### src/rtl/core/clcd_pkg.sv
// shared types and constants for the character lcd command sequencer
package clcd_pkg;

  localparam int unsigned LINE_WIDTH_DEF  = 16;
  localparam int unsigned QUEUE_DEPTH_DEF = 4;
  localparam int unsigned CFG_IDX_W       = 8;

  localparam logic [7:0] CMD_FUNCTION_SET = 8'h38;
  localparam logic [7:0] CMD_DISPLAY_ON   = 8'h0C;
  localparam logic [7:0] CMD_CLEAR        = 8'h01;
  localparam logic [7:0] CMD_SET_ADDR     = 8'h80;
  localparam logic [6:0] ROW1_BASE        = 7'h40;

  localparam logic [7:0] POWER_UP_WAIT_RST = 8'd40;
  localparam logic [7:0] CMD_SETTLE_RST    = 8'd5;
  localparam logic [7:0] CLEAR_SETTLE_RST  = 8'd20;
  localparam logic [7:0] PULSE_RST         = 8'd40;

  localparam logic [2:0] INIT_LAST_STEP = 3'd4;
  localparam logic [2:0] INIT_DISP_STEP = 3'd3;

  typedef enum logic [1:0] {
    KIND_INIT  = 2'd0,
    KIND_CLEAR = 2'd1,
    KIND_CHAR  = 2'd2
  } kind_e;

  typedef enum logic [1:0] {
    CFG_POWER_UP     = 2'd0,
    CFG_CMD_SETTLE   = 2'd1,
    CFG_CLEAR_SETTLE = 2'd2,
    CFG_PULSE        = 2'd3
  } cfg_reg_e;

  typedef struct packed {
    kind_e      kind;
    logic [6:0] addr;
    logic [7:0] glyph;
  } cmd_t;

endpackage

### src/rtl/core/clcd_req_if.sv
// request channel: one display request per item
interface clcd_req_if;
  logic       valid;
  logic       ready;
  logic [1:0] kind;
  logic       row;
  logic [3:0] column;
  logic [7:0] glyph;
  logic       first;

  modport source (output valid, kind, row, column, glyph, first, input ready);
  modport sink   (input valid, kind, row, column, glyph, first, output ready);
endinterface

### src/rtl/core/clcd_xfer_if.sv
// transfer channel: one lcd bus transfer per item
interface clcd_xfer_if;
  logic       valid;
  logic       ready;
  logic       reg_select;
  logic [7:0] bus_byte;
  logic [7:0] strobe_us;
  logic [7:0] wait_before_ms;
  logic [7:0] wait_after_ms;
  logic       last;

  modport source (output valid, reg_select, bus_byte, strobe_us, wait_before_ms,
                  wait_after_ms, last, input ready);
  modport sink   (input valid, reg_select, bus_byte, strobe_us, wait_before_ms,
                  wait_after_ms, last, output ready);
endinterface

### src/rtl/core/clcd_cfg_if.sv
// configuration write channel
interface clcd_cfg_if;
  logic       valid;
  logic       ready;
  logic [7:0] index;
  logic [7:0] data;

  modport source (output valid, index, data, input ready);
  modport sink   (input valid, index, data, output ready);
endinterface

### src/rtl/core/char_lcd_command_sequencer.sv
// top level of the character lcd command sequencer
// an item's first transfer passes through the command queue, then the output register
// throughput: one transfer per cycle from the output register while a command waits
//   and the sink is ready; a request item is taken each cycle the queue has room
// reset: queue and output empty, cursor at row 0 column 0, config registers
//   power up 40, command settle 5, clear settle 20, enable pulse 40
module char_lcd_command_sequencer #(
  parameter int unsigned LINE_WIDTH  = clcd_pkg::LINE_WIDTH_DEF,
  parameter int unsigned QUEUE_DEPTH = clcd_pkg::QUEUE_DEPTH_DEF
) (
  input  logic        clk_i,
  input  logic        rst_ni,
  clcd_req_if.sink    req_i,
  clcd_cfg_if.sink    cfg_i,
  clcd_xfer_if.source xfer_o
);
  import clcd_pkg::*;

  cmd_t push_cmd;
  cmd_t head_cmd;
  logic push;
  logic pop;
  logic full;
  logic empty;

  clcd_front #(
    .LINE_WIDTH (LINE_WIDTH)
  ) u_front (
    .clk_i  (clk_i),
    .rst_ni (rst_ni),
    .req    (req_i),
    .full_i (full),
    .push_o (push),
    .cmd_o  (push_cmd)
  );

  clcd_queue #(
    .DEPTH (QUEUE_DEPTH)
  ) u_queue (
    .clk_i   (clk_i),
    .rst_ni  (rst_ni),
    .push_i  (push),
    .cmd_i   (push_cmd),
    .full_o  (full),
    .pop_i   (pop),
    .cmd_o   (head_cmd),
    .empty_o (empty)
  );

  clcd_back u_back (
    .clk_i   (clk_i),
    .rst_ni  (rst_ni),
    .cfg     (cfg_i),
    .cmd_i   (head_cmd),
    .empty_i (empty),
    .pop_o   (pop),
    .xfer    (xfer_o)
  );

endmodule

### src/rtl/core/clcd_front.sv
// request front end: accepts items, tracks the cursor, queues commands
module clcd_front #(
  parameter int unsigned LINE_WIDTH = clcd_pkg::LINE_WIDTH_DEF
) (
  input  logic           clk_i,
  input  logic           rst_ni,
  clcd_req_if.sink       req,
  input  logic           full_i,
  output logic           push_o,
  output clcd_pkg::cmd_t cmd_o
);
  import clcd_pkg::*;

  localparam int unsigned COL_W = ($clog2(LINE_WIDTH) > 4) ? $clog2(LINE_WIDTH) : 4;

  logic             row_q, row_d;
  logic [COL_W-1:0] col_q, col_d;
  logic             accept;
  logic             is_char;
  logic             cur_row;
  logic [COL_W-1:0] cur_col;
  logic [COL_W:0]   col_inc;
  logic [COL_W:0]   col_wrap;
  logic [6:0]       addr;

  assign req.ready = !full_i;
  assign accept    = req.valid && req.ready;
  assign is_char   = (req.kind == KIND_CHAR);

  assign cur_row  = req.first ? req.row : row_q;
  assign cur_col  = req.first ? COL_W'(req.column) : col_q;
  assign addr     = (cur_row ? ROW1_BASE : 7'd0) + 7'(cur_col);
  assign col_inc  = {1'b0, cur_col} + (COL_W+1)'(1);
  // a loaded column may lie past a short line, so up to two wraps
  assign col_wrap = (32'(col_inc) >= 2 * LINE_WIDTH) ?
                    col_inc - (COL_W+1)'(2 * LINE_WIDTH) :
                    (col_inc >= (COL_W+1)'(LINE_WIDTH)) ?
                    col_inc - (COL_W+1)'(LINE_WIDTH) : col_inc;

  always_comb begin
    push_o      = accept && (req.kind inside {KIND_INIT, KIND_CLEAR, KIND_CHAR});
    cmd_o.kind  = kind_e'(req.kind);
    cmd_o.addr  = addr;
    cmd_o.glyph = req.glyph;
    row_d       = row_q;
    col_d       = col_q;
    if (accept && is_char) begin
      row_d = cur_row;
      col_d = col_wrap[COL_W-1:0];
    end
  end

  always_ff @(posedge clk_i or negedge rst_ni) begin
    if (!rst_ni) begin
      row_q <= 1'b0;
      col_q <= '0;
    end else begin
      row_q <= row_d;
      col_q <= col_d;
    end
  end

endmodule

### src/rtl/core/clcd_queue.sv
// command queue between the front end and the transfer sequencer
module clcd_queue #(
  parameter int unsigned DEPTH = clcd_pkg::QUEUE_DEPTH_DEF
) (
  input  logic           clk_i,
  input  logic           rst_ni,
  input  logic           push_i,
  input  clcd_pkg::cmd_t cmd_i,
  output logic           full_o,
  input  logic           pop_i,
  output clcd_pkg::cmd_t cmd_o,
  output logic           empty_o
);
  import clcd_pkg::*;

  localparam int unsigned PTR_W = (DEPTH > 1) ? $clog2(DEPTH) : 1;
  localparam int unsigned CNT_W = $clog2(DEPTH + 1);

  cmd_t             mem_q [DEPTH];
  logic [PTR_W-1:0] wr_ptr_q, wr_ptr_d;
  logic [PTR_W-1:0] rd_ptr_q, rd_ptr_d;
  logic [CNT_W-1:0] cnt_q, cnt_d;

  assign full_o  = (cnt_q == CNT_W'(DEPTH));
  assign empty_o = (cnt_q == '0);
  assign cmd_o   = mem_q[rd_ptr_q];

  always_comb begin
    wr_ptr_d = wr_ptr_q;
    rd_ptr_d = rd_ptr_q;
    cnt_d    = cnt_q;
    if (push_i) begin
      wr_ptr_d = (wr_ptr_q == PTR_W'(DEPTH - 1)) ? '0 : wr_ptr_q + PTR_W'(1);
    end
    if (pop_i) begin
      rd_ptr_d = (rd_ptr_q == PTR_W'(DEPTH - 1)) ? '0 : rd_ptr_q + PTR_W'(1);
    end
    if (push_i && !pop_i) begin
      cnt_d = cnt_q + CNT_W'(1);
    end else if (pop_i && !push_i) begin
      cnt_d = cnt_q - CNT_W'(1);
    end
  end

  always_ff @(posedge clk_i or negedge rst_ni) begin
    if (!rst_ni) begin
      wr_ptr_q <= '0;
      rd_ptr_q <= '0;
      cnt_q    <= '0;
    end else begin
      wr_ptr_q <= wr_ptr_d;
      rd_ptr_q <= rd_ptr_d;
      cnt_q    <= cnt_d;
    end
  end

  always_ff @(posedge clk_i) begin
    if (push_i) begin
      mem_q[wr_ptr_q] <= cmd_i;
    end
  end

  a_cnt_range: assert property (@(posedge clk_i) disable iff (!rst_ni)
    cnt_q <= CNT_W'(DEPTH))
    else $error("queue count beyond depth");

  a_no_overflow: assert property (@(posedge clk_i) disable iff (!rst_ni)
    !(push_i && full_o))
    else $error("push into full queue");

  a_no_underflow: assert property (@(posedge clk_i) disable iff (!rst_ni)
    !(pop_i && empty_o))
    else $error("pop from empty queue");

endmodule

### src/rtl/core/clcd_back.sv
// transfer sequencer: expands queued commands into bus transfers, holds config
module clcd_back (
  input  logic           clk_i,
  input  logic           rst_ni,
  clcd_cfg_if.sink       cfg,
  input  clcd_pkg::cmd_t cmd_i,
  input  logic           empty_i,
  output logic           pop_o,
  clcd_xfer_if.source    xfer
);
  import clcd_pkg::*;

  logic [7:0] power_up_q;
  logic [7:0] cmd_settle_q;
  logic [7:0] clear_settle_q;
  logic [7:0] pulse_q;

  logic [2:0] step_q, step_d;
  logic       valid_q, valid_d;
  logic       rs_q;
  logic [7:0] byte_q;
  logic [7:0] strobe_q;
  logic [7:0] before_q;
  logic [7:0] after_q;
  logic       last_q;

  logic       load;
  logic       rs_d;
  logic [7:0] byte_d;
  logic [7:0] before_d;
  logic [7:0] after_d;
  logic       last_d;

  assign cfg.ready = 1'b1;

  always_ff @(posedge clk_i or negedge rst_ni) begin
    if (!rst_ni) begin
      power_up_q     <= POWER_UP_WAIT_RST;
      cmd_settle_q   <= CMD_SETTLE_RST;
      clear_settle_q <= CLEAR_SETTLE_RST;
      pulse_q        <= PULSE_RST;
    end else if (cfg.valid && cfg.ready) begin
      case (cfg.index)
        CFG_IDX_W'(CFG_POWER_UP):     power_up_q     <= cfg.data;
        CFG_IDX_W'(CFG_CMD_SETTLE):   cmd_settle_q   <= cfg.data;
        CFG_IDX_W'(CFG_CLEAR_SETTLE): clear_settle_q <= cfg.data;
        CFG_IDX_W'(CFG_PULSE):        pulse_q        <= cfg.data;
        default: ;
      endcase
    end
  end

  assign load = !empty_i && (!valid_q || xfer.ready);

  always_comb begin
    rs_d     = 1'b0;
    byte_d   = CMD_CLEAR;
    before_d = 8'd0;
    after_d  = 8'd0;
    last_d   = 1'b1;
    case (cmd_i.kind)
      KIND_INIT: begin
        last_d = (step_q == INIT_LAST_STEP);
        if (step_q == '0) begin
          before_d = power_up_q;
        end
        if (step_q == INIT_LAST_STEP) begin
          byte_d  = CMD_CLEAR;
          after_d = clear_settle_q;
        end else if (step_q == INIT_DISP_STEP) begin
          byte_d  = CMD_DISPLAY_ON;
          after_d = cmd_settle_q;
        end else begin
          byte_d  = CMD_FUNCTION_SET;
          after_d = cmd_settle_q;
        end
      end
      KIND_CLEAR: begin
        byte_d  = CMD_CLEAR;
        after_d = clear_settle_q;
      end
      KIND_CHAR: begin
        if (step_q == '0) begin
          byte_d = CMD_SET_ADDR | {1'b0, cmd_i.addr};
          last_d = 1'b0;
        end else begin
          rs_d   = 1'b1;
          byte_d = cmd_i.glyph;
        end
      end
      default: ;
    endcase
  end

  always_comb begin
    pop_o   = load && last_d;
    step_d  = step_q;
    valid_d = valid_q && !xfer.ready;
    if (load) begin
      valid_d = 1'b1;
      step_d  = last_d ? '0 : step_q + 3'd1;
    end
  end

  always_ff @(posedge clk_i or negedge rst_ni) begin
    if (!rst_ni) begin
      step_q  <= '0;
      valid_q <= 1'b0;
    end else begin
      step_q  <= step_d;
      valid_q <= valid_d;
    end
  end

  always_ff @(posedge clk_i) begin
    if (load) begin
      rs_q     <= rs_d;
      byte_q   <= byte_d;
      strobe_q <= (pulse_q == 8'd0) ? 8'd1 : pulse_q;
      before_q <= before_d;
      after_q  <= after_d;
      last_q   <= last_d;
    end
  end

  assign xfer.valid          = valid_q;
  assign xfer.reg_select     = rs_q;
  assign xfer.bus_byte       = byte_q;
  assign xfer.strobe_us      = strobe_q;
  assign xfer.wait_before_ms = before_q;
  assign xfer.wait_after_ms  = after_q;
  assign xfer.last           = last_q;

  a_data_is_last: assert property (@(posedge clk_i) disable iff (!rst_ni)
    xfer.valid && xfer.reg_select |-> xfer.last)
    else $error("data byte not last transfer");

  a_strobe_nonzero: assert property (@(posedge clk_i) disable iff (!rst_ni)
    xfer.valid |-> xfer.strobe_us != 8'd0)
    else $error("zero strobe width");

  a_step_range: assert property (@(posedge clk_i) disable iff (!rst_ni)
    step_q <= INIT_LAST_STEP)
    else $error("step counter out of range");

  a_char_steps: assert property (@(posedge clk_i) disable iff (!rst_ni)
    !empty_i && cmd_i.kind == KIND_CHAR |-> step_q <= 3'd1)
    else $error("character command beyond two steps");

endmodule
### src/flat_wrapper.sv
// flat-port wrapper written by rule: the top's interface ports become plain ports
module char_lcd_command_sequencer_flat import clcd_pkg::*;
#(
  parameter int unsigned LINE_WIDTH  = clcd_pkg::LINE_WIDTH_DEF,
  parameter int unsigned QUEUE_DEPTH = clcd_pkg::QUEUE_DEPTH_DEF
)
  (clk_i, rst_ni, req_i_valid, req_i_kind, req_i_row, req_i_column, req_i_glyph, req_i_first, req_i_ready, cfg_i_valid, cfg_i_index, cfg_i_data, cfg_i_ready, xfer_o_valid, xfer_o_reg_select, xfer_o_bus_byte, xfer_o_strobe_us, xfer_o_wait_before_ms, xfer_o_wait_after_ms, xfer_o_last, xfer_o_ready);
  clcd_req_if req_i_i ();
  clcd_cfg_if cfg_i_i ();
  clcd_xfer_if xfer_o_i ();
  input  logic clk_i;
  input  logic rst_ni;
  input wire logic [$bits(req_i_i.valid)-1:0] req_i_valid;
  input wire logic [$bits(req_i_i.kind)-1:0] req_i_kind;
  input wire logic [$bits(req_i_i.row)-1:0] req_i_row;
  input wire logic [$bits(req_i_i.column)-1:0] req_i_column;
  input wire logic [$bits(req_i_i.glyph)-1:0] req_i_glyph;
  input wire logic [$bits(req_i_i.first)-1:0] req_i_first;
  output wire logic [$bits(req_i_i.ready)-1:0] req_i_ready;
  input wire logic [$bits(cfg_i_i.valid)-1:0] cfg_i_valid;
  input wire logic [$bits(cfg_i_i.index)-1:0] cfg_i_index;
  input wire logic [$bits(cfg_i_i.data)-1:0] cfg_i_data;
  output wire logic [$bits(cfg_i_i.ready)-1:0] cfg_i_ready;
  output wire logic [$bits(xfer_o_i.valid)-1:0] xfer_o_valid;
  output wire logic [$bits(xfer_o_i.reg_select)-1:0] xfer_o_reg_select;
  output wire logic [$bits(xfer_o_i.bus_byte)-1:0] xfer_o_bus_byte;
  output wire logic [$bits(xfer_o_i.strobe_us)-1:0] xfer_o_strobe_us;
  output wire logic [$bits(xfer_o_i.wait_before_ms)-1:0] xfer_o_wait_before_ms;
  output wire logic [$bits(xfer_o_i.wait_after_ms)-1:0] xfer_o_wait_after_ms;
  output wire logic [$bits(xfer_o_i.last)-1:0] xfer_o_last;
  input wire logic [$bits(xfer_o_i.ready)-1:0] xfer_o_ready;
  assign req_i_i.valid = req_i_valid;
  assign req_i_i.kind = req_i_kind;
  assign req_i_i.row = req_i_row;
  assign req_i_i.column = req_i_column;
  assign req_i_i.glyph = req_i_glyph;
  assign req_i_i.first = req_i_first;
  assign req_i_ready = req_i_i.ready;
  assign cfg_i_i.valid = cfg_i_valid;
  assign cfg_i_i.index = cfg_i_index;
  assign cfg_i_i.data = cfg_i_data;
  assign cfg_i_ready = cfg_i_i.ready;
  assign xfer_o_valid = xfer_o_i.valid;
  assign xfer_o_reg_select = xfer_o_i.reg_select;
  assign xfer_o_bus_byte = xfer_o_i.bus_byte;
  assign xfer_o_strobe_us = xfer_o_i.strobe_us;
  assign xfer_o_wait_before_ms = xfer_o_i.wait_before_ms;
  assign xfer_o_wait_after_ms = xfer_o_i.wait_after_ms;
  assign xfer_o_last = xfer_o_i.last;
  assign xfer_o_i.ready = xfer_o_ready;
  char_lcd_command_sequencer #(.LINE_WIDTH(LINE_WIDTH), .QUEUE_DEPTH(QUEUE_DEPTH)) u_core (.clk_i(clk_i), .rst_ni(rst_ni), .req_i(req_i_i), .cfg_i(cfg_i_i), .xfer_o(xfer_o_i));
endmodule
### config.mk
export PLATFORM = sky130hd
export DESIGN_NAME = char_lcd_command_sequencer_flat
export DESIGN_NICKNAME = d
export VERILOG_FILES = /design/src/rtl/core/clcd_pkg.sv /design/src/rtl/core/clcd_req_if.sv /design/src/rtl/core/clcd_xfer_if.sv /design/src/rtl/core/clcd_cfg_if.sv /design/src/rtl/core/char_lcd_command_sequencer.sv /design/src/rtl/core/clcd_front.sv /design/src/rtl/core/clcd_queue.sv /design/src/rtl/core/clcd_back.sv /design/src/flat_wrapper.sv
export SDC_FILE = /design/constraint.sdc
export NUM_CORES = 1
export LEC_CHECK = 0
export ABC_AREA = 1
export BUFFER_PORTS_ARGS = -buffer_cell sky130_fd_sc_hd__buf_2
export CORE_MARGIN = 4
export CORE_UTILIZATION = 62
export DETAILED_ROUTE_END_ITERATION = 10
export PLACE_DENSITY = 0.84
export SYNTH_ARGS = -nofsm -noshare
export SYNTH_HDL_FRONTEND = slang
export SYNTH_SLANG_ARGS = --single-unit
### constraint.sdc
create_clock -name clk_i -period 9 [get_ports clk_i]
set_input_delay 1.8 -clock clk_i [delete_from_list [all_inputs] [get_ports clk_i]]
set_output_delay 1.8 -clock clk_i [all_outputs]
set_load 0.01 [all_outputs]
# Word level (Yosys, flattened, before mapping)
# Memory sizes are Yosys's and may differ from the RTL's.
# Index checks and enable logic that the tools add are counted.
# classes
addsub	8
magnitude_cmp	1
n_eq_ne	12
muxes	20
n_reduce_logical	28
# ops
op	count
case mux 8 bit (2 select lines)	2
equality test 8 x 2 -> 1 bit, second input constant	2
logical NOT 8 bit	2
two-way mux 8 bit	2
two-way mux 6 bit	2
AND reduction 2 bit	5
two-way mux 3 bit	3
equality test 2 bit, second input constant	4
equality test 8 x 1 -> 1 bit, second input constant	1
logical AND 1 bit	8
two-way mux 4 bit	2
adder 7 x 4 -> 7 bit	1
two-way mux 7 bit	1
adder 3 x 1 -> 3 bit, second input constant	2
equality test 3 bit, second input constant	2
logical NOT 1 bit	6
logical NOT 3 bit	2
adder 4 x 1 -> 5 bit, second input constant	1
greater-or-equal comparator 5 bit, second input constant	1
two-way mux 1 bit	5
adder 2 x 1 -> 2 bit, second input constant	2
equality test 2 x 1 -> 1 bit, second input constant	2
logical NOT 2 bit	2
two-way mux 2 bit	2
other kinds (7)	7
# word_totals
ff_bits	82
ramBits	68
in_bits	37
output_inout_bits	37
word_cells	87
memories	1
# mem_list
memory	words	word_bits	read_ports	rd_clocked_by_memory_dff	write_ports	line_no	text
u_core.u_queue.mem_q	4	17	1	0	1	clcd_queue.sv:19	cmd_t mem_q [DEPTH];

# Depth between registers and ports, before layout
# Gate-level depths: netlist (run 1).
# logic_depth
word_depth	8
depth_mapped	13
depth_no_buf	12

# Cells and area by module
# Synthesis (run 1) repeated with hierarchy kept, for this count alone.
# hier_totals
hier_cells	621
area_unflattened_um2	6632.6
# by_module_without_submodules
mod	instances	cells_per_inst	area_each_um2	seq_area_each_um2
clcd_queue	1	249	3170.5	2217.1
clcd_back	1	313	3057.9	1931.9
clcd_front	1	59	404.1	125.1

# Least setup slack after synthesis (run 1)
# No wires, ideal clock.
# synth_timing
path_kind	in2reg
start	input xfer_o_ready
end	register u_core.u_queue.cnt_q[1]
setup_ns	0.125
arrival_time_ns	4.125
required_time_ns	8.875
slack_ns	4.750
cell_stages	7
cell_sequence	inv_1 > a21oi_2 > nand2_2 > ha_1 > inv_1 > fa_1 > mux2_2
# synth_via
elab_chain_cells	6
# synth_lines
element	line_no	text
start, declared	flat_wrapper.sv:31	input wire logic [$bits(xfer_o_i.ready)-1:0] xfer_o_ready;
logical OR 1 bit	clcd_back.sv:53	assign load = !empty_i && (!valid_q || xfer.ready);
logical AND 1 bit	clcd_back.sv:53	
logical AND 1 bit	clcd_back.sv:96	pop_o = load && last_d;
logical NOT 1 bit	clcd_queue.sv:38	if (push_i && !pop_i) begin
logical AND 1 bit	clcd_queue.sv:38	
two-way mux 3 bit	clcd_queue.sv:38	
net u_core.u_queue.cnt_d[1]	clcd_queue.sv:22	logic [CNT_W-1:0] cnt_q, cnt_d;
end signal, assigned	clcd_queue.sv:53	cnt_q <= cnt_d;
end, declared	clcd_queue.sv:22	
# The timed path passes the listed nets, and every way through them passes these cells.
# A chain may end at the register's enable or synchronous reset.

# Worst setup path in the final report (run 1)
# Ends and elaborated chain as after synthesis.

==> results by group, run 1 <==
Clock tree
  • Total number of H-tree levels: 4
  • Cell chosen for the clock root: sky130_fd_sc_hd__clkbuf_8
  • Post-cts hold buffer count: 0
  • Clock tree buffer depth: 2
  • Clock slew seen by the registers of the worst setup and hold paths: 0.07 ns
  • Number of buffers created by CTS: 17
  • Clock sink count: 142
  • TritonCTS clock tree: yes
  • Clk_lat worst skew: 0.53 ns
  • Post-CTS sizing: 0
  • Post-CTS setup-driven buffer insertion count: 0

Drt
  • ANT nets after route: 0
  • Detailed-routing iteration count for the pre-antenna-repair pass: 5
  • Iteration-0 DRC count of the detailed router: 315
  • Final wirelength: 13400 um
  • Count of vias placed by the detailed router: 4151
  • Ratio of routed vias to standard cells: 5.67
  • Average wire length per cell after detail routing: approximately 18 um
  • Drt drc: 0

Global route
  • Wire length of the first global-routing pass: 21200 um
  • Aggregate global routing overflow: 0
  • Number of antenna violations at the first check in global routing: 0
  • GR Layer Usage met3: ~6.1%
  • Largest net degree at the start of global routing: 49
  • Met2 routing resource usage after global routing: 41.0%
  • GRT Util Overall: between 20% and 30%
  • Routing layer with the top usage in global route: met2
  • Global-route met1 utilization: 30.5%
  • Number of global-route vias before repair: 4199

Yosys
  • Fraction of synthesized cell area taken by the top area cell type: a little under half
  • Most used flip-flop cell after synthesis: sky130_fd_sc_hd__edfxtp_1
  • Cell Area, Synth: approximately 6100 um2
  • Mean instance size in the synthesized netlist: 11.8 um2
  • Warnings, synthesis: 0
  • Yosys top cell by area: sky130_fd_sc_hd__edfxtp_1
  • Flop and latch count out of synthesis: 142
  • Seq/Total Area, Yosys: 66.5%
  • Top cells by area in the synthesized netlist: sky130_fd_sc_hd__edfxtp_1 (47%), sky130_fd_sc_hd__dfrtp_1 (16%), sky130_fd_sc_hd__nand2_1 (5.2%)
  • Post-synth cell types: 43
  • Post-Syn Nets: 564
  • Cells after synthesis: 516
  • Proportion of register bits with asynchronous set or reset after synthesis: around 34%
  • Count of flip-flops with a built-in enable after synthesis: 94

Floorplanning
  • Die ar.: 11400 um2
  • Die extent in x: 107 um
  • Initial Utilization: 64.7%
  • Total core area: 9370 um2
  • Die height: 107 um
  • I/O pin count: 74
  • Std cell rows: 35

Critical path
  • Required time reported for the critical path endpoint: 9.42 ns
  • Crit end category: flip-flop
  • Maximum fanout along the worst path: 43
  • Worst Setup Start Kind: primary input
  • Reg-to-reg slack, setup: 5.83 ns
  • Setup CP Type: in -> reg
  • Crit path DAT: 3.79 ns

Cells and area
  • Number of antenna repair diodes: 0
  • Layout Area Growth over Synthesis: 16.8%
  • Share of layout cells above drive strength 1: 29.4%
  • Final Net Count: 638
  • Top library cells by usage in the layout, fill and taps aside: sky130_fd_sc_hd__edfxtp_1 (94), sky130_fd_sc_hd__nand2_1 (84), sky130_fd_sc_hd__buf_2 (72), sky130_fd_sc_hd__nor2_1 (54), sky130_fd_sc_hd__inv_1 (41)
  • Leading cell type in the layout, fill and taps excluded: sky130_fd_sc_hd__edfxtp_1

STA
  • Unrepaired setup endpoints after global routing: false
  • Total count of max-transition violations in the final report: 0
  • Worst clock skew on the final layout: 0.00952 ns
  • Fmax achieved: 0.296 GHz
  • Worst slew margin relative to its limit: 27.3%
  • Final setup violation count: 0
  • TNS Setup: 0 ns
  • Minimum clock period: 3.37 ns
  • Worst-Margin Slew: 1.09 ns
  • Final Cycle Share: 37.5%
  • Hold violation count in the final report: 0

Power
  • Power share of the sequential group: between 30% and 40%
  • Psw: 0.847 mW
  • Switching part of the total: 35.5%
  • Worst supply voltage drop on vdd: 209 uV
  • Leak: 2.94 nW
  • Overall Power: around 2.4 mW
  • Logic pwr share: a little under a third
  • P_int: 1.54 mW
  • Share of power burned in the clock network: between 30% and 40%
  • Cell area power density: about 340 nW/um2

Placed design
  • Number of buffers added on ports: 72
  • Placed wire-length estimate after detailed placement: 7770 um
  • Final Wtd Congestion: just over 0.8

Outcome
  • Result of the run: completed

Flow run
  • Max_cap viols: 0

Worst hold path
  • Path category of the worst min-delay check: reg -> reg
-- per-stage QoR --
step           cell area (um2)  worst slack [ns]  utilization [%]  hold slack, ns  instances
6_report                  7090              5.63             75.6           0.474        732
5_1_grt                   7090              5.48             75.6           0.498        732
3_3_place_gp              6480              5.26             69.1           0.460        700
3_5_place_dp              6480              5.15             69.1           0.463        700
4_1_cts                   7090              5.61             75.6           0.474        732
2_1_floorplan             6070              4.75                -           0.452        516
-- sequential cells by signal (all words and copies together) (netlist names) --
signal,cells
u_core.u_back.xfer.valid,1
u_core.u_back.xfer.strobe_us,8
u_core.u_queue.mem_q,60
u_core.u_back.xfer.last,1
u_core.u_front.col_q,4
u_core.u_queue.rd_ptr_q,2
u_core.u_queue.wr_ptr_q,2
u_core.u_back.xfer.reg_select,1
u_core.u_back.xfer.wait_before_ms,8
u_core.u_back.xfer.wait_after_ms,8
u_core.u_back.xfer.bus_byte,8
u_core.u_back.step_q,3
u_core.u_front.row_q,1
u_core.u_back.clear_settle_q,8
u_core.u_back.cmd_settle_q,8
u_core.u_queue.cnt_q,3
u_core.u_back.pulse_q,8
u_core.u_back.power_up_q,8
-- final cells by class --
type	count	area, um2
clock buffers	18	428
inverters	46	175
well taps	129	161
multi-input cells	305	1700
clock inverters	14	180
repair buffers	78	405
fillers	570	2280
flip-flops and latches	142	4030
-- metal layers --
layer / share of wire (%) / vias to the layer above / routed length [um]
met5: 0 / - / 0
met4: 2.5 / 0 / 328
met3: 7.8 / 32 / 1040
met2: 51 / 214 / 6850
met1: 38 / 2010 / 5140
li1: - / 1895 / -
-- cell usage after synthesis (3+ instances only) --
master,n
sky130_fd_sc_hd__buf_6,7
sky130_fd_sc_hd__inv_2,4
sky130_fd_sc_hd__nand2_1,84
sky130_fd_sc_hd__o21ai_1,12
sky130_fd_sc_hd__o22ai_1,6
sky130_fd_sc_hd__o21ai_2,23
sky130_fd_sc_hd__nand2_4,4
sky130_fd_sc_hd__nor2_2,9
sky130_fd_sc_hd__buf_2,3
sky130_fd_sc_hd__o21ai_0,35
sky130_fd_sc_hd__dfrtp_1,40
sky130_fd_sc_hd__nand3_1,14
sky130_fd_sc_hd__a21oi_1,10
sky130_fd_sc_hd__edfxtp_1,94
sky130_fd_sc_hd__ha_1,10
sky130_fd_sc_hd__dfstp_2,8
sky130_fd_sc_hd__nor3_1,10
sky130_fd_sc_hd__nand2_2,6
sky130_fd_sc_hd__o211ai_1,4
sky130_fd_sc_hd__nand3_2,4
sky130_fd_sc_hd__inv_1,41
sky130_fd_sc_hd__nor2_1,54
sky130_fd_sc_hd__clkbuf_1,7
sky130_fd_sc_hd__buf_4,5
-- kinds of logic after synthesis --
| group | count (synthesis) | synth area share, % |
|---|---|---|
| buffers and inverters | 69 | 5.55 |
| and+or+nand+nor | 194 | 15.1 |
| xor gates and xnor gates | 3 | 0.433 |
| DFF | 142 | 66.5 |
| other | 1 | 0.0618 |
| adders and majority gates | 11 | 2.39 |
| muxes | 1 | 0.186 |
| AOI/OAI and AO/OA | 95 | 9.75 |
-- path summary, 6_finish.rpt --
kind                                                       to  cells after the start                     startpoint
max in group asynchronous             u_core.u_back.step_q[1]                      1                         rst_ni
worst max-delay path                  u_core.u_queue.cnt_q[1]                      9                   xfer_o_ready
worst min register to register  u_core.u_back.cmd_settle_q[0]                      2  u_core.u_back.cmd_settle_q[0]
worst min-delay path            u_core.u_back.cmd_settle_q[0]                      2  u_core.u_back.cmd_settle_q[0]
min in group asynchronous            u_core.u_back.xfer.valid                      1                         rst_ni
worst max register to register        u_core.u_queue.cnt_q[1]                      9     u_core.u_queue.rd_ptr_q[1]
-- worst max-delay path, stage by stage --
cell,delay (ns)
sky130_fd_sc_hd__buf_2,0.07
sky130_fd_sc_hd__inv_1,0.06
sky130_fd_sc_hd__a21oi_4,0.14
sky130_fd_sc_hd__buf_4,0.45
sky130_fd_sc_hd__nand2_2,0.17
sky130_fd_sc_hd__ha_1,0.25
sky130_fd_sc_hd__inv_1,0.12
sky130_fd_sc_hd__fa_1,0.44
sky130_fd_sc_hd__mux2_2,0.28
-- power groups by stage --
stage	sequential, mW	clock, mW	combinational, mW
4_1_cts	0.945	0.719	0.722
3_5_place_dp	0.955	0	0.695
2_1_floorplan	0.971	0	0.475
5_1_grt	0.957	0.754	0.799
6_report	0.946	0.717	0.727
3_3_place_gp	0.945	0	0.660
Note: power is estimated with default switching activity, not from simulation.
==> inputs of run 2 (changes only) <==
Settings changed: CORE_UTILIZATION 62 to 52, PLACE_DENSITY 0.84 to 0.75.
Clock period 9 ns to 2.77 ns, I/O delays scaled along.
==> run 2 against run 1 <==
Critical path depth increased by 2. Wire length decreased by 11%. Clock-buffer cell count unchanged. Core utilization decreased by 13 points. Critical path type is now reg -> reg. Largest cell class unchanged.
==> results by group, run 2 (synthesis gave the netlist of run 1 again) <==
Cells and area
  • Top library cells by usage in the layout, fill and taps aside: sky130_fd_sc_hd__edfxtp_1 (94), sky130_fd_sc_hd__nand2_1 (84), sky130_fd_sc_hd__buf_2 (72), sky130_fd_sc_hd__nor2_1 (54), sky130_fd_sc_hd__inv_1 (41) (unchanged)
  • Final Net Count: 642 (was 638)
  • # fillers: 876 (was 570)
  • Share of layout cells above drive strength 1: 29.7% (was 29.4%)
  • Leading cell type in the layout, fill and taps excluded: sky130_fd_sc_hd__edfxtp_1 (unchanged)
  • Layout Area Growth over Synthesis: 18.2% (was 16.8%)
  • Multi-input combinational cell area: 1700 um2 (unchanged)
  • Flip-flop count of the largest register, all copies and words added: 60 (unchanged)
  • Area taken by flip-flops and latches: 4030 um2 (unchanged)
  • Number of antenna repair diodes: 0 (unchanged)
  • Biggest register: u_core.u_queue.mem_q (unchanged)

Floorplanning
  • Die height: 116 um (was 107 um)
  • Initial Utilization: 53.1% (was 64.7%)
  • Die ar.: 13500 um2 (was 11400 um2)
  • Total core area: 11400 um2 (was 9370 um2)
  • I/O pin count: 74 (unchanged)
  • Die extent in x: 116 um (was 107 um)
  • Std cell rows: 39 (was 35)

Outcome
  • Result of the run: completed (unchanged)

Clock tree
  • Post-cts hold buffer count: 0 (unchanged)
  • Cell chosen for the clock root: sky130_fd_sc_hd__clkbuf_16 (was sky130_fd_sc_hd__clkbuf_8)
  • Post-CTS setup-driven buffer insertion count: 0 (unchanged)
  • Clock tree buffer depth: 2 (unchanged)
  • Clock slew seen by the registers of the worst setup and hold paths: 0.06 ns (was 0.07 ns)
  • Post-CTS sizing: 0 (unchanged)
  • Clock sink count: 142 (unchanged)
  • Clk_lat worst skew: 0.42 ns (was 0.53 ns)
  • Number of buffers created by CTS: 17 (unchanged)
  • Total number of H-tree levels: 4 (unchanged)
  • TritonCTS clock tree: yes (unchanged)

STA
  • Worst clock skew on the final layout: 0.00959 ns (was 0.00952 ns)
  • TNS Setup: 0 ns (unchanged)
  • Final Cycle Share: 86.4%
  • Unrepaired setup endpoints after global routing: false (unchanged)
  • Worst slew margin relative to its limit: 38.4% (was 27.3%)
  • Fmax achieved: 0.418 GHz
  • Worst-Margin Slew: 0.915 ns (was 1.09 ns)
  • Minimum clock period: 2.39 ns
  • Final setup violation count: 0 (unchanged)
  • Smallest hold slack: 0.0201 ns (was 0.474 ns)
  • Hold violation count in the final report: 0 (unchanged)
  • Total count of max-transition violations in the final report: 0 (unchanged)

Drt
  • Drt drc: 0 (unchanged)
  • ANT nets after route: 0 (unchanged)
  • Average wire length per cell after detail routing: 15.8 um (was 18.2 um)
  • Ratio of routed vias to standard cells: 5.24 (was 5.67)
  • Iteration-0 DRC count of the detailed router: 244 (was 315)
  • Final wirelength: 11900 um (was 13400 um)
  • Detailed-routing iteration count for the pre-antenna-repair pass: 4 (was 5)
  • Count of vias placed by the detailed router: 3932 (was 4151)

Critical path
  • Maximum fanout along the worst path: 10 (was 43)
  • Setup CP Type: reg -> reg (was in -> reg)
  • Crit path DAT: 2.69 ns (was 3.79 ns)
  • Required time reported for the critical path endpoint: 3.07 ns (was 9.42 ns)
  • Crit end category: flip-flop (unchanged)
  • Worst Setup Start Kind: flip-flop (was primary input)
  • CP Launch Point: u_core.u_back.step_q[0] (was xfer_o_ready)
  • Startpoint of the worst-slack reg-to-reg timing path: u_core.u_back.step_q[0] (was u_core.u_queue.rd_ptr_q[1])

Power
  • Power share of the sequential group: 38.9% (was 39.6%)
  • Psw: 2.58 mW (was 0.847 mW)
  • Worst supply voltage drop on vdd: 524 uV (was 209 uV)
  • Switching part of the total: 33.1% (was 35.5%)
  • Logic pwr share: 29.5% (was 30.4%)
  • Share of power burned in the clock network: 31.6% (was 30.0%)
  • Cell area power density: 1090 nW/um2 (was 337 nW/um2)
  • Leak: 2.98 nW (was 2.94 nW)
  • P_int: 5.21 mW (was 1.54 mW)

Placed design
  • Final Wtd Congestion: 0.834 (was 0.816)
  • Placed wire-length estimate after detailed placement: 7970 um (was 7770 um)
  • Number of buffers added on ports: 72 (unchanged)

Global route
  • Number of global-route vias before repair: 3757 (was 4199)
  • Aggregate global routing overflow: 0 (unchanged)
  • Number of antenna violations at the first check in global routing: 0 (unchanged)
  • GRT Util Overall: 19.0% (was 24.5%)
  • Largest net degree at the start of global routing: 43 (was 49)
  • Wire length of the first global-routing pass: 19100 um (was 21200 um)

Worst hold path
  • Path category of the worst min-delay check: in -> async (was reg -> reg)

Flow run
  • Max_cap viols: 0 (unchanged)
-- run 2: cell count changes in the layout (fill, tap and decap cells not counted), sizes merged --
cell / change
buf: +4
bufinv: +2
inv: -4
clkinvlp: -2
clkinv: +4
-- run 2: path summary, 6_finish.rpt --
check | endpoint | slack (ns) | cells after the start
setup / recovery | u_core.u_queue.cnt_q[2] | 0.38 | 11
max in group asynchronous | u_core.u_back.clear_settle_q[2] | 1.95 | 2
hold reg to reg | u_core.u_back.power_up_q[5] | 0.47 | 2
setup reg to reg | u_core.u_queue.cnt_q[2] | 0.38 | 11
hold / removal | u_core.u_back.power_up_q[7] | 0.02 | 1
min in group clk_i | u_core.u_queue.mem_q[2][4] | 0.36 | 1
-- run 2: cell type report --
type	instances	share of cell area, %
Inverter	46	2.44
Multi-Input combinational cell	305	23.8
Clock buffer	18	5.98
Sequential cell	142	56.2
Tap cell	143	2.49
Timing Repair Buffer	82	6.07
Clock inverter	14	3.00
-- run 2: worst max-delay path: stages, from the launching register on --
cell and delay, ns:
sky130_fd_sc_hd__dfrtp_1 0.35, sky130_fd_sc_hd__inv_1 0.08, sky130_fd_sc_hd__ha_1 0.24, sky130_fd_sc_hd__nand2_1 0.31, sky130_fd_sc_hd__nand3_4 0.17, sky130_fd_sc_hd__nand2_2 0.11
sky130_fd_sc_hd__ha_1 0.15, sky130_fd_sc_hd__inv_1 0.07, sky130_fd_sc_hd__fa_1 0.38, sky130_fd_sc_hd__a21oi_1 0.15, sky130_fd_sc_hd__o21ai_0 0.12, sky130_fd_sc_hd__xnor2_1 0.15
-- run 2: metrics by stage --
step / power (mW) / cells / worst slack [ns] / instance area [um2] / utilization, %
6_report: 7.79 / 750 / 0.377 / 7170 / 62.8
5_1_grt: 8.26 / 750 / 0.191 / 7170 / 62.8
4_1_cts: 7.84 / 750 / 0.375 / 7170 / 62.8
3_5_place_dp: 5.37 / 718 / 0.368 / 6530 / 57.2
3_3_place_gp: 5.26 / 718 / 0.538 / 6530 / 57.2
2_1_floorplan: 4.70 / 516 / 0.194 / 6070 / -
-- run 2: per-layer routing --
metal	wire length (um)	share of wire (%)	vias to the layer above	global-route usage, %
li1	-	-	1908	-
met1	5050	43	1873	25.3
met2	5760	48	131	30.0
met3	842	7.1	20	5.69
met4	227	1.9	0	6.57
met5	0	0	-	0
-- run 2: power by group through the flow --
stage | logic [mW] | clock network [mW] | registers (mW)
after floorplan | 1.55 | 0 | 3.15
after global placement | 2.21 | 0 | 3.05
after detailed placement | 2.30 | 0 | 3.07
after CTS | 2.32 | 2.48 | 3.04
after global routing | 2.59 | 2.59 | 3.08
final | 2.30 | 2.46 | 3.03
==> inputs of run 3 (changes only) <==
Settings changed: HOLD_SLACK_MARGIN set to 0.12.
==> run 3 against run 2 <==
Global-route usage about the same. First-iteration DRC count down 5.7%. Non-clock buffer count increased by 1. Final cell count up 0.13%. Wire length grew 0.37%. Critical path type unchanged. Critical endpoint unchanged.
==> results by group, run 3 (synthesis gave the netlist of run 1 again) <==
Floorplanning
  • Initial Utilization: 53.1% (unchanged)
  • I/O pin count: 74 (unchanged)
  • Die extent in x: 116 um (unchanged)
  • Total core area: 11400 um2 (unchanged)
  • Std cell rows: 39 (unchanged)
  • Die ar.: 13500 um2 (unchanged)
  • Die height: 116 um (unchanged)

STA
  • TNS Setup: 0 ns (unchanged)
  • Minimum clock period: 2.40 ns (was 2.39 ns)
  • Final setup violation count: 0 (unchanged)
  • Worst slew margin relative to its limit: 43.3% (was 38.4%)
  • Final Cycle Share: 86.5% (was 86.4%)
  • Total count of max-transition violations in the final report: 0 (unchanged)
  • Worst-Margin Slew: 0.842 ns (was 0.915 ns)
  • Worst clock skew on the final layout: 0.00963 ns (was 0.00959 ns)
  • Fmax achieved: 0.417 GHz (was 0.418 GHz)
  • Hold violation count in the final report: 0 (unchanged)
  • Unrepaired setup endpoints after global routing: false (unchanged)

Drt
  • Drt drc: 0 (unchanged)
  • ANT nets after route: 0 (unchanged)
  • Average wire length per cell after detail routing: 15.9 um (was 15.8 um)
  • Detailed-routing iteration count for the pre-antenna-repair pass: 5 (was 4)
  • Total length of routed met2 wires: 5790 um (was 5760 um)
  • Top Metal Used: met4 (unchanged)
  • Ratio of routed vias to standard cells: 5.23 (was 5.24)
  • Iteration-0 DRC count of the detailed router: 230 (was 244)
  • Count of vias placed by the detailed router: 3925 (was 3932)
  • Final wirelength: 11900 um (about the same)
  • Met1 layer wirelength in the final routing: 5120 um (was 5050 um)
  • Routed wl met3: 777 um (was 842 um)

Cells and area
  • Leading cell type in the layout, fill and taps excluded: sky130_fd_sc_hd__edfxtp_1 (unchanged)
  • Biggest register: u_core.u_queue.mem_q (unchanged)
  • Layout Area Growth over Synthesis: 18.4% (was 18.2%)
  • Share of layout cells above drive strength 1: 29.6% (was 29.7%)
  • Finished Layout Cells: 751 (was 750)
  • Number of antenna repair diodes: 0 (unchanged)
  • Area taken by flip-flops and latches: 4030 um2 (unchanged)
  • Top library cells by usage in the layout, fill and taps aside: sky130_fd_sc_hd__edfxtp_1 (94), sky130_fd_sc_hd__nand2_1 (84), sky130_fd_sc_hd__buf_2 (72), sky130_fd_sc_hd__nor2_1 (54), sky130_fd_sc_hd__inv_1 (41) (unchanged)
  • # fillers: 875 (was 876)
  • Flip-flop count of the largest register, all copies and words added: 60 (unchanged)
  • Multi-input combinational cell area: 1700 um2 (unchanged)
  • Final Net Count: 643 (was 642)

Critical path
  • Startpoint of the worst-slack reg-to-reg timing path: u_core.u_back.step_q[0] (unchanged)
  • Worst Setup Start Kind: flip-flop (unchanged)
  • CP Launch Point: u_core.u_back.step_q[0] (unchanged)
  • Maximum fanout along the worst path: 10 (unchanged)
  • Setup CP Type: reg -> reg (unchanged)
  • Crit path DAT: 2.70 ns (was 2.69 ns)
  • Required time reported for the critical path endpoint: 3.07 ns (about the same)
  • Crit end category: flip-flop (unchanged)

Global route
  • Wire length of the first global-routing pass: 19100 um (about the same)
  • Largest net degree at the start of global routing: 43 (unchanged)
  • GRT Util Overall: 19.0% (about the same)
  • Aggregate global routing overflow: 0 (unchanged)
  • Number of global-route vias before repair: 3760 (was 3757)
  • Number of antenna violations at the first check in global routing: 0 (unchanged)

Outcome
  • Result of the run: completed (unchanged)

Clock tree
  • Clock sink count: 142 (unchanged)
  • Clock tree buffer depth: 2 (unchanged)
  • Number of buffers created by CTS: 17 (unchanged)
  • Clk_lat worst skew: 0.42 ns (about the same)
  • Clock slew seen by the registers of the worst setup and hold paths: 0.06 ns (about the same)
  • TritonCTS clock tree: yes (unchanged)
  • Cell chosen for the clock root: sky130_fd_sc_hd__clkbuf_16 (unchanged)
  • Post-CTS sizing: 0 (unchanged)
  • Total number of H-tree levels: 4 (unchanged)

Power
  • Leak: 2.99 nW (was 2.98 nW)
  • Worst supply voltage drop on vdd: 522 uV (was 524 uV)
  • Cell area power density: 1080 nW/um2 (was 1090 nW/um2)

Worst hold path
  • Start point of the worst hold path: req_i_glyph[4]
  • Path category of the worst min-delay check: in -> reg (was in -> async)

Flow run
  • Max_cap viols: 0 (unchanged)

Placed design
  • Final Wtd Congestion: 0.834 (unchanged)
  • Number of buffers added on ports: 72 (unchanged)
  • Placed wire-length estimate after detailed placement: 7970 um (unchanged)
  • Number of instances in the placed design: 718 (unchanged)
run 3: cell type report:
cell class | count | share of cell area (%)
Multi-Input combinational cell | 305 | 23.7
Tap cell | 143 | 2.49
Timing Repair Buffer | 83 | 6.20
Inverter | 46 | 2.44
Sequential cell | 142 | 56.2
Clock buffer | 18 | 5.98
Clock inverter | 14 | 3.00
run 3: repair_timing:
item / CTS / global route
setup buffers: 0 / 0
hold endpoints to repair: 10 / 0
hold buffers: 1 / 0
run 3: through the flow:
stage / hold WS [ns] / area, um2 / power (mW) / worst slack (ns) / util [%]
final: 0.359 / 7180 / 7.79 / 0.375 / 62.9
after global routing: 0.342 / 7180 / 8.26 / 0.191 / 62.9
after CTS: 0.345 / 7180 / 7.84 / 0.375 / 62.9
after detailed placement: 0.464 / 6530 / 5.37 / 0.368 / 57.2
after global placement: 0.449 / 6530 / 5.26 / 0.538 / 57.2
after floorplan: 0.258 / 6070 / 4.70 / 0.194 / -
run 3: worst max-delay path, cell delays in order (launching register included):
cell and delay, ns:
sky130_fd_sc_hd__dfrtp_1 0.35, sky130_fd_sc_hd__inv_1 0.08, sky130_fd_sc_hd__ha_1 0.24, sky130_fd_sc_hd__nand2_1 0.31, sky130_fd_sc_hd__nand3_4 0.17, sky130_fd_sc_hd__nand2_2 0.11, sky130_fd_sc_hd__ha_1 0.15, sky130_fd_sc_hd__inv_1 0.07
sky130_fd_sc_hd__fa_1 0.38, sky130_fd_sc_hd__a21oi_1 0.15, sky130_fd_sc_hd__o21ai_0 0.12, sky130_fd_sc_hd__xnor2_1 0.15
run 3: worst paths after layout:
| kind | endpoint | slack (ns) | depth (start not counted) |
|---|---|---|---|
| setup / recovery | u_core.u_queue.cnt_q[2] | 0.37 | 11 |
| min in group asynchronous | u_core.u_back.power_up_q[7] | 0.56 | 2 |
| hold / removal | u_core.u_queue.mem_q[2][4] | 0.36 | 1 |
| hold reg to reg | u_core.u_back.power_up_q[5] | 0.47 | 2 |
| setup reg to reg | u_core.u_queue.cnt_q[2] | 0.37 | 11 |
| max in group asynchronous | u_core.u_back.clear_settle_q[2] | 1.41 | 3 |
run 3: power by group:
group | switching, mW | internal (mW)
combinational | 1.54 | 0.756
clock | 0.862 | 1.60
sequential | 0.176 | 2.86
run 3: metal layers:
metal / vias up / GRT usage, %
met1: 1869 / 25.3
met5: - / 0
met3: 21 / 5.69
li1: 1911 / -
met2: 124 / 30.0
met4: 0 / 6.57
